## config.mk

```make
export PLATFORM = sky130hd
export DESIGN_NAME = mtrg_front
export DESIGN_NICKNAME = d
export VERILOG_FILES = /design/src/design/mtrg_pkg.sv /design/src/design/mtrg_front.sv
export SDC_FILE = /design/constraint.sdc
export NUM_CORES = 1
export LEC_CHECK = 0
export ABC_CLOCK_PERIOD_IN_PS = 3900
export BUFFER_PORTS_ARGS = -buffer_cell sky130_fd_sc_hd__clkbuf_2
export CAP_MARGIN = 5
export CORE_AREA = 10 10 135 137
export DETAILED_ROUTE_END_ITERATION = 12
export DIE_AREA = 0 0 145 147
export PLACE_DENSITY_LB_ADDON = 0.25
export SYNTH_ARGS = -nofsm -noshare
export SYNTH_HDL_FRONTEND = slang
export SYNTH_SLANG_ARGS = --single-unit
```

## constraint.sdc

```tcl
create_clock -name clock -period 3.9 [get_ports clock]
set_input_delay 0.39 -clock clock [delete_from_list [all_inputs] [get_ports clock]]
set_output_delay 0.39 -clock clock [all_outputs]
set_load 0.1 [all_outputs]
```

## src/design/mtrg_pkg.sv

```systemverilog
// shared types and constants for the ranged twister generator
package mtrg_pkg;
   localparam int unsigned StateWords = 624;
   localparam int unsigned MiddleOffset = 397;
   localparam int unsigned IdxW = 10;
   localparam logic [31:0] InitMult = 32'd1812433253;
   localparam logic [31:0] TemperB = 32'd2636928640;
   localparam logic [31:0] TemperC = 32'd4022730752;
   localparam logic [31:0] TwistXor = 32'h9908b0df;
   localparam logic [31:0] UpperMask = 32'h80000000;
   localparam logic [31:0] LowerMask = 32'h7fffffff;
   localparam int unsigned QueueDepth = 2;

   typedef enum logic [1:0] {
      KIND_RAW   = 2'd0,
      KIND_BELOW = 2'd1,
      KIND_RANGE = 2'd2,
      KIND_BOOL  = 2'd3
   } kind_type;

   typedef struct packed {
      kind_type    kind;
      logic        draw;
      logic [31:0] offset;
      logic [31:0] divisor;
   } job_type;

   function automatic logic [31:0] temper(input logic [31:0] x);
      logic [31:0] y;
      y = x ^ (x >> 11);
      y = y ^ ((y << 7) & TemperB);
      y = y ^ ((y << 15) & TemperC);
      y = y ^ (y >> 18);
      return y;
   endfunction
endpackage

```

## src/design/mtrg_front.sv

```systemverilog
// request classifier and job queue
module mtrg_front import mtrg_pkg::*; (
   input  logic        clock,
   input  logic        reset,
   input  logic        take,
   input  logic [1:0]  kind,
   input  logic [31:0] low_bound,
   input  logic [31:0] high_bound,
   output logic        full,
   output logic        job_valid,
   output job_type     job,
   input  logic        job_pop
);
   localparam int unsigned PtrW = $clog2(QueueDepth);
   job_type           q_ff [QueueDepth];
   logic [PtrW-1:0]   wp_ff, rp_ff;
   logic [PtrW:0]     cnt_ff;
   job_type           j_in;
   logic              pos, nonempty;

   always_comb begin
      pos = !high_bound[31] && (high_bound != 32'd0);
      nonempty = $signed(high_bound) > $signed(low_bound);
      j_in.kind = kind_type'(kind);
      j_in.draw = 1'b1;
      j_in.offset = 32'd0;
      j_in.divisor = high_bound;
      unique case (kind_type'(kind))
         KIND_RAW, KIND_BOOL: ;
         KIND_BELOW: j_in.draw = pos;
         KIND_RANGE: begin
            j_in.draw = nonempty;
            j_in.offset = low_bound;
            j_in.divisor = high_bound - low_bound;
         end
         default: ;
      endcase
   end

   assign full = cnt_ff == (PtrW+1)'(QueueDepth);
   assign job_valid = cnt_ff != '0;
   assign job = q_ff[rp_ff];

   always_ff @(posedge clock) begin
      if (take) q_ff[wp_ff] <= j_in;
      if (reset) begin
         wp_ff <= '0;
         rp_ff <= '0;
         cnt_ff <= '0;
      end else begin
         if (take) wp_ff <= wp_ff + 1'b1;
         if (job_pop) rp_ff <= rp_ff + 1'b1;
         cnt_ff <= cnt_ff + (PtrW+1)'(take) - (PtrW+1)'(job_pop);
      end
   end
endmodule

```

==> results of run 1 <==
[area by class of cell]
type | instances | area share, %
Sequential cell | 139 | 44.5
Multi-Input combinational cell | 438 | 36.0
Timing Repair Buffer | 144 | 8.08
Clock buffer | 25 | 5.94
Tap cell | 216 | 2.92
Inverter | 50 | 2.03
Clock inverter | 7 | 0.527
[critical path: stages, from the launching register on]
cell and delay (ps):
dfxtp_2 810, buf_12 320, mux2_2 410, clkbuf_2 380
[how the worst max path moves through the flow]
stage | endpoint | slack [ps] | cells after the start
final | job[45] | 1130 | 3
after global routing | job[27] | 1000 | 3
after global placement | q_ff[0][24] | 870 | 11
after CTS | job[27] | 1080 | 3
after floorplan | q_ff[0][0] | 70 | 1
after detailed placement | q_ff[1][24] | 810 | 11
[logic make-up after synthesis]
kind of cell,after synthesis,share of synthesized area (%)
buffers and inverters,79,4.59
flip-flops,139,52.8
XOR/XNOR,22,2.47
adder cells (fa/ha/maj),37,6.03
AO/OA/AOI/OAI,134,11.9
multiplexers,84,12.1
AND/OR/NAND/NOR,161,10.1
[cells in the mapped netlist (all sizes together) (6+ instances only)]
master,n
a21oi,42
nand2,36
xnor2,16
nand3,9
nand4,10
xor2,6
buf,8
ha,36
inv,50
edfxtp,134
o21ai,17
o211ai,7
nor4,9
a21o,17
nor3,7
nor2,58
and2,8
clkbuf,20
mux2,83
nor2b,8
[sequential cells by signal, indices dropped and copies added (netlist names), named ones only]
name	flops
wp_ff	1
cnt_ff	2
rp_ff	1
q_ff	134
[where the power goes]
group	switching, mW	internal, mW
registers	0.0378	1.77
logic	1.10	0.351
clock network	0.621	0.986
[placed cells by master (no fill, tap or decap), drive strengths merged, types with 9 or more instances in the layout]
cell type | netlist | layout
a21o | 17 | 17
a21oi | 42 | 42
clkbuf | 20 | 163
edfxtp | 134 | 134
ha | 36 | 36
inv | 50 | 52
mux2 | 83 | 83
nand2 | 36 | 36
nand3 | 9 | 9
nand4 | 10 | 10
nor2 | 58 | 58
nor4 | 9 | 9
o21ai | 17 | 17
xnor2 | 16 | 16
[layer usage]
metal	vias up	global-route usage, %	wire length, microns
li1	2726	-	-
met1	2692	26.4	9640
met2	181	29.9	9280
met3	24	5.74	1520
met4	0	6.18	349
met5	-	0	0
[stage by stage]
stage                     utilization, %  power [mW]  std cells
after floorplan                        -        3.01        656
after global placement              55.5        3.27        987
after detailed placement            55.5        3.29        987
after CTS                           59.4        4.90       1019
after global routing                59.4        5.06       1019
final                               59.4        4.87       1019
==> impl_metrics.csv, run 1 <==
group,metric,value,unit
critical_path,critPathKind,"reg -> out",
yosys,netlist.area_leader.share,51.6,%
clock_network,clockBufferDepth,2,
drt,vias_per_cell,5.52,
status,status,"finished, final reports clean",
cells_and_area,n_antenna_cell,0,
grt,antenna_found_initial,0,
yosys,synth_area_per_cell,11.9,sq um
yosys,async_flop_share,0,%
clock_network,h-tree-depth,4,
die,rows,46,
yosys,synth_area,7800,sq um
placed_design,dpl_cell_area,8660,sq um
yosys,netlist_instances,656,
die,dieArea,21300,sq um
die,die_w,145,microns
yosys,synthFlopType,"edfxtp_1",
pwr,powerDensity,526,nW/um^2
critical_path,reg2regPathDepth,2,
cells_and_area,final.fill_count,1307,
placed_design,gp_congestion,0.912,
worst_hold_path,hold_class,"in -> reg",
clock_network,cts_setup_buffers,0,
worst_hold_path,hp-start,"reset",
sta,finalSetupViolCount,0,
pwr,ir_drop,0.000372,V
critical_path,crit_path_max_fanout,41,
die,fp.dieH,147,microns
sta,max_freq,361,MHz
critical_path,regToRegEndpoint,"q_ff[1][59]",
placed_design,pre_cts_slack,810,ps
sta,rsz0062_at_grt,"false",
drt,vias,5623,
placed_design,dp_hpwl,15500,microns
cells_and_area,areaGrowthSynthToFinish,18.7,%
job,drv_cap,0,
sta,fin_ws,1130,ps
yosys,synth_seq_cells,139,
yosys,synth_edf_count,134,
sta,maxSlewViolCount,0,
sta,setup_tns,0,ps
cells_and_area,drive_gt1_share,34.0,%
drt,wl_per_cell,20.4,microns
clock_network,cts_made_buffers,17,
yosys,synthesis.nets,763,
clock_network,clkTransAtPathRegs,60,ps
yosys,ys_warn_count,0,
sta,max-slew-margin-rel,35.9,%
critical_path,cp.arrival,2380,ps
drt,drc_errors,0,
cells_and_area,regArea,4130,sq um
placed_design,portBuffers,138,
critical_path,endpoint_kind,"output port",
clock_network,clkSinkCount,139,
critical_path,r2r_start,"wp_ff",
critical_path,r2r_slack,2190,ps
clock_network,root_buffer,"clkbuf_16",
grt,gr-total-overflow,0,
critical_path,critPathLaunchType,"register",
grt,grt_pass1_wl,32900,microns
pwr,leakagePower,3.81,nW
clock_network,post_cts_resize_count,0,
clock_network,clk_latency,420,ps
clock_network,hold_buffers,0,
yosys,yosysTopAreaCell,"edfxtp_1",
critical_path,crit_required,3510,ps
sta,finalHoldWorstSlack,199,ps
clock_network,cts_tree,"done",
die,coreArea,15600,sq um
sta,tightest_slew,961,ps
sta,hold_violations,0,
drt,ant_nets,0,
die,io_pins,139,
drt,wl,20800,microns
yosys,ys_types,63,
sta,fin_skew,7.98,ps
die,initial_core_util,50.0,%
drt,dr.pass1.iters,5,
grt,track_usage,19.6,%
sta,finalCriticalPeriod,2770,ps
worst_hold_path,min_to,"wp_ff",
yosys,yosys-top-cells-area,"edfxtp_1 (52%), mux2_2 (12%), ha_1 (5.8%)",
worst_hold_path,holdPathStages,2,
grt,grt_pass1_vias,5883,
drt,first_iter_violations,377,
sta,final.period_utilization,71.1,%
yosys,ys_seq_area_share,52.8,%
cells_and_area,multiInputGateArea,3330,sq um
cells_and_area,nNetsFinal,897,
grt,grt_max_degree,68,
cells_and_area,postLayoutCellArea,9260,sq um
No activity file was read; power rests on OpenSTA's default activity.
==> inputs of run 2 (changes only) <==
--- a/config.mk
+++ b/config.mk
@@ -5,12 +5,13 @@
 export SDC_FILE = /design/constraint.sdc
 export NUM_CORES = 1
 export LEC_CHECK = 0
-export ABC_CLOCK_PERIOD_IN_PS = 3900
+export ABC_AREA = 1
+export ABC_CLOCK_PERIOD_IN_PS = 2400
 export BUFFER_PORTS_ARGS = -buffer_cell sky130_fd_sc_hd__clkbuf_2
 export CAP_MARGIN = 5
-export CORE_AREA = 10 10 135 137
+export CORE_AREA = 10 10 139 141
 export DETAILED_ROUTE_END_ITERATION = 12
-export DIE_AREA = 0 0 145 147
+export DIE_AREA = 0 0 149 151
 export PLACE_DENSITY_LB_ADDON = 0.25
 export SYNTH_ARGS = -nofsm -noshare
 export SYNTH_HDL_FRONTEND = slang
==> constraint.sdc (replaced) <==
create_clock -name clock -period 2.4 [get_ports clock]
set_input_delay 0.24 -clock clock [delete_from_list [all_inputs] [get_ports clock]]
set_output_delay 0.24 -clock clock [all_outputs]
set_load 0.1 [all_outputs]
==> impl_metrics.csv, run 2 <==
group,metric,value,unit
drt,drc_errors,0,
sta,fin_skew,4.04,ps
placed_design,gp_congestion,0.921,
die,initial_core_util,51.4,%
worst_hold_path,holdPathStages,2,
yosys,synthFlopType,"edfxtp_1",
yosys,synth_seq_cells,139,
status,status,"finished, final reports clean",
pwr,ir_drop,0.000500,V
critical_path,critPathKind,"reg -> out",
sta,rsz0062_at_grt,"false",
sta,finalCriticalPeriod,2160,ps
clock_network,cts_tree,"done",
yosys,synth_most_common_cell,"nand2_1",
cells_and_area,final_cell_mix,"nand2_1 (325), inv_1 (201), clkbuf_2 (138)",
grt,grt_pass1_vias,6419,
yosys,async_flop_share,0,%
clock_network,clockBufferDepth,2,
drt,wl,21400,microns
cells_and_area,final.fill_count,1509,
sta,finalSetupViolCount,0,
critical_path,cp_slowest_cell,"mux2_2",
yosys,netlist.area_leader.share,47.6,%
yosys,netlist_instances,988,
clock_network,cts_made_buffers,17,
critical_path,cp.arrival,1920,ps
drt,ant_nets,0,
grt,antenna_found_initial,0,
cells_and_area,areaGrowthSynthToFinish,19.5,%
clock_network,post_cts_resize_count,0,
placed_design,portBuffers,138,
clock_network,hold_buffers,0,
die,fp.dieH,151,microns
yosys,synth_area,8460,sq um
cells_and_area,n_antenna_cell,0,
critical_path,path_cells,"buf_12 -> mux2_2 -> clkbuf_2",
cells_and_area,drive_gt1_share,22.6,%
sta,fin_ws,242,ps
grt,grt_max_degree,68,
yosys,ys_seq_area_share,48.8,%
critical_path,crit_required,2160,ps
yosys,synthTopCellsByCount,"nand2_1 (325), inv_1 (202), edfxtp_1 (134)",
sta,max_freq,463,MHz
clock_network,clkSinkCount,139,
die,die_w,149,microns
yosys,synth_area_per_cell,8.56,sq um
die,coreArea,16500,sq um
sta,max-slew-margin-rel,63.0,%
cells_and_area,largest_register_ffs,134,
die,io_pins,139,
yosys,ys_warn_count,0,
sta,setup_tns,0,ps
cells_and_area,final_common_cell,"nand2_1",
yosys,yosysTopAreaCell,"edfxtp_1",
die,dieArea,22500,sq um
clock_network,clkTransAtPathRegs,60,ps
critical_path,critPathLaunchType,"register",
critical_path,endpoint_kind,"output port",
cells_and_area,reg.largest.list,"q_ff x134, cnt_ff x2",
drt,wl_per_cell,15.7,microns
sta,tightest_slew,558,ps
worst_hold_path,hold_class,"in -> reg",
yosys,synthesis.nets,1095,
sta,maxSlewViolCount,0,
drt,first_iter_violations,496,
clock_network,h-tree-depth,4,
critical_path,cpPeakStageDelay,410,ps
yosys,ys_types,33,
die,rows,47,
grt,gr-total-overflow,0,
sta,final.period_utilization,89.9,%
clock_network,root_buffer,"clkbuf_16",
drt,vias,6651,
sta,hold_violations,0,
cells_and_area,nNetsFinal,1242,
yosys,synth_edf_count,134,
grt,grt_pass1_wl,33300,microns
grt,track_usage,19.0,%
clock_network,clk_latency,420,ps
critical_path,reg2regPathDepth,7,
drt,vias_per_cell,4.86,
job,drv_cap,0,
placed_design,pre_cts_slack,134,ps
drt,dr.pass1.iters,5,
yosys,yosys-top-cells-area,"edfxtp_1 (48%), nand2_1 (14%), inv_1 (9.0%)",
placed_design,dp_hpwl,16200,microns
clock_network,cts_setup_buffers,0,
cells_and_area,top_register,"q_ff",
pwr,leakagePower,5.06,nW
critical_path,crit_path_max_fanout,67,
pwr,powerDensity,789,nW/um^2
[run 2: worst max-delay path, delay by kind of cell, from the launching register on]
kind                   cells  cell delay [ps]
flip-flops                 1              340
buffers and inverters      2              700
multiplexers               1              410
[run 2: stage by stage]
step,util (%),hold slack (ps),total power [mW],cells,instance area (sq um)
after global placement,57.4,472,5.24,1336,9450
after CTS,61.4,28.6,8.02,1368,10100
final,61.4,38.8,7.98,1368,10100
after floorplan,-,311,4.79,988,8460
after global routing,61.4,47.2,8.30,1368,10100
after detailed placement,57.4,474,5.25,1336,9450
[run 2: cells by family after synthesis]
logic type	after synthesis	share of synthesized area, %
flops	139	48.8
xor+xnor	13	1.35
fa+ha+maj	37	5.56
compound gates	43	2.68
simple gates	468	22.8
buf+inv	221	9.91
mux	67	8.92
[run 2: where the power goes]
part	switching, mW	internal, mW	total [mW]
Clock	0.986	1.78	2.77
Sequential	0.0338	2.84	2.88
Combinational	1.79	0.537	2.33
[run 2: final cells by class]
cell class,count,area [sq um],share of cell area [%]
Clock buffer,28,624,6.18
Clock inverter,4,31.3,0.310
Inverter,204,766,7.58
Multi-Input combinational cell,628,3500,34.7
Sequential cell,139,4130,40.8
Tap cell,220,275,2.72
Timing Repair Buffer,145,781,7.73
[run 2: final timing paths]
check,startpoint,to,slack (ps)
worst min register to register,rp_ff,register,510
worst min-delay path,reset,register,40
worst max register to register,cnt_ff[0],cnt_ff[1],1040
worst max-delay path,register,job[28],240
[run 2: layer usage]
layer  wire length (microns)  GRT usage [%]  vias to the layer above
li1                        -              -                     3448
met1                    9930           25.5                     3004
met2                    9790           29.9                      179
met3                    1400           4.27                       20
met4                     298           5.79                        0
met5                       0              0                        -
==> inputs of run 3 (changes only) <==
--- a/config.mk
+++ b/config.mk
@@ -13,6 +13,7 @@
 export DETAILED_ROUTE_END_ITERATION = 12
 export DIE_AREA = 0 0 149 151
 export PLACE_DENSITY_LB_ADDON = 0.25
+export RECOVER_POWER = 100
 export SYNTH_ARGS = -nofsm -noshare
 export SYNTH_HDL_FRONTEND = slang
 export SYNTH_SLANG_ARGS = --single-unit
==> impl_metrics.csv, run 3 (synthesized netlist as in run 2, its figures left out) <==
group,metric,value,unit
status,status,"finished, final reports clean",
clock_network,clk_latency,420,ps
drt,wl_per_cell,15.6,microns
drt,drc_errors,0,
cells_and_area,reg.largest.list,"q_ff x134, cnt_ff x2",
die,die_w,149,microns
sta,tightest_slew,1250,ps
cells_and_area,final_cell_mix,"nand2_1 (328), inv_1 (202), edfxtp_1 (134)",
drt,dr.pass1.iters,4,
sta,finalSetupViolCount,0,
grt,grt_pass1_vias,6419,
drt,vias,6659,
cells_and_area,largest_register_ffs,134,
die,fp.dieH,151,microns
grt,track_usage,19.0,%
cells_and_area,nNetsFinal,1242,
sta,maxSlewViolCount,0,
die,io_pins,139,
sta,fin_skew,4.10,ps
pwr,internal_power,5.15,mW
placed_design,gp_congestion,0.921,
grt,grt_max_degree,68,
grt,grt_pass1_wl,33300,microns
pwr,p_clk_share,34.8,%
sta,final.period_utilization,91.4,%
clock_network,h-tree-depth,4,
critical_path,r2r_slack,710,ps
cells_and_area,postLayoutCellArea,10000,sq um
sta,hold_violations,0,
clock_network,hold_buffers,0,
cells_and_area,drive_gt1_share,21.1,%
cells_and_area,utilization,61.0,%
sta,rsz0062_at_grt,"false",
drt,first_iter_violations,417,
pwr,seqPwrFrac,36.2,%
clock_network,cts_made_buffers,17,
sta,fin_ws,207,ps
die,coreArea,16500,sq um
cells_and_area,areaGrowthSynthToFinish,18.8,%
critical_path,r2r_start,"wp_ff",
die,initial_core_util,51.4,%
sta,finalCriticalPeriod,2190,ps
sta,max_freq,456,MHz
placed_design,dpl_cell_area,9450,sq um
grt,antenna_found_initial,0,
cells_and_area,fin_cells,1368,
pwr,swShare,35.3,%
critical_path,cp.arrival,1950,ps
clock_network,clkSinkCount,139,
cells_and_area,final.fill_count,1516,
drt,wl,21400,microns
die,dieArea,22500,sq um
pwr,leakagePower,5.03,nW
placed_design,pre_cts_slack,134,ps
die,rows,47,
pwr,p_switching,2.81,mW
job,drv_cap,0,
clock_network,clkTransAtPathRegs,60,ps
pwr,combPwrFrac,29.0,%
worst_hold_path,hold_class,"in -> reg",
critical_path,cpPeakStageDelay,410,ps
critical_path,critPathLaunchType,"register",
drt,vias_per_cell,4.87,
cells_and_area,top_register,"q_ff",
pwr,powerDensity,792,nW/um^2
cells_and_area,final_common_cell,"nand2_1",
critical_path,cp_slowest_cell,"mux2_1",
critical_path,endpoint_kind,"output port",
worst_hold_path,hp-start,"reset",
clock_network,cts_tree,"done",
pwr,ir_drop,0.000504,V
critical_path,crit_path_max_fanout,67,
clock_network,root_buffer,"clkbuf_16",
critical_path,critPathKind,"reg -> out",
placed_design,portBuffers,138,
placed_design,dp_cells,1336,
clock_network,clockBufferDepth,2,
placed_design,dp_hpwl,16200,microns
cells_and_area,n_antenna_cell,0,
clock_network,post_cts_resize_count,0,
clock_network,cts_setup_buffers,0,
sta,setup_tns,0,ps
critical_path,crit_required,2160,ps
drt,ant_nets,0,
sta,max-slew-margin-rel,17.0,%
critical_path,path_cells,"buf_12 -> mux2_1 -> clkbuf_2",
grt,gr-total-overflow,0,
==> run 3: changes by cell type in the layout (fill, tap and decap cells not counted), moves of 2 or more <==
| cell | delta |
|---|---|
| buf_12 | -2 |
| buf_4 | -3 |
| clkbuf_1 | +9 |
| clkbuf_2 | -5 |
| mux2_1 | +2 |
| mux2_2 | -2 |
| nand2_1 | +3 |
| nand2_2 | -3 |
| o21ai_0 | +6 |
| o21ai_1 | -6 |
==> run 3: worst max-delay path: cells and delay by family, from the launching register on <==
kind | cells | cell delay, ps
buffers and inverters | 2 | 710
DFF | 1 | 350
muxes | 1 | 410
==> run 3: path summary, 6_finish.rpt <==
check	to	cells after the start
worst max register to register	q_ff[1][61]	3
worst max-delay path	job[28]	3
worst min-delay path	cnt_ff[0]	2
worst min register to register	register	2
==> run 3: per-stage QoR <==
stage	power, mW	hold WS, ps
after CTS	8.02	28.6
after detailed placement	5.25	474
after floorplan	4.79	311
after global routing	8.28	50.0
after global placement	5.24	472
final	7.96	43.3
==> run 3: metal layers <==
layer / up-vias / part of all wire [%] / GRT usage [%]
met5: - / 0 / 0
met4: 0 / 1.4 / 5.79
met3: 21 / 6.7 / 4.27
met2: 182 / 46 / 29.9
met1: 3013 / 46 / 25.5
li1: 3443 / - / -
==> run 3: final cells by class <==
class | instances | area [sq um] | area share (%)
Clock inverter | 4 | 31.3 | 0.311
Multi-Input combinational cell | 628 | 3490 | 34.7
Timing Repair Buffer | 145 | 734 | 7.31
Tap cell | 220 | 275 | 2.74
Sequential cell | 139 | 4120 | 41.1
Inverter | 204 | 766 | 7.62
Clock buffer | 28 | 624 | 6.21
==> run 3: power by group through the flow <==
| stage | logic, mW | clock network (mW) | registers, mW |
|---|---|---|---|
| 2_1_floorplan | 1.87 | 0 | 2.92 |
| 4_1_cts | 2.34 | 2.80 | 2.88 |
| 3_5_place_dp | 2.33 | 0 | 2.93 |
| 5_1_grt | 2.48 | 2.91 | 2.89 |
| 3_3_place_gp | 2.32 | 0 | 2.92 |
| 6_report | 2.31 | 2.77 | 2.88 |
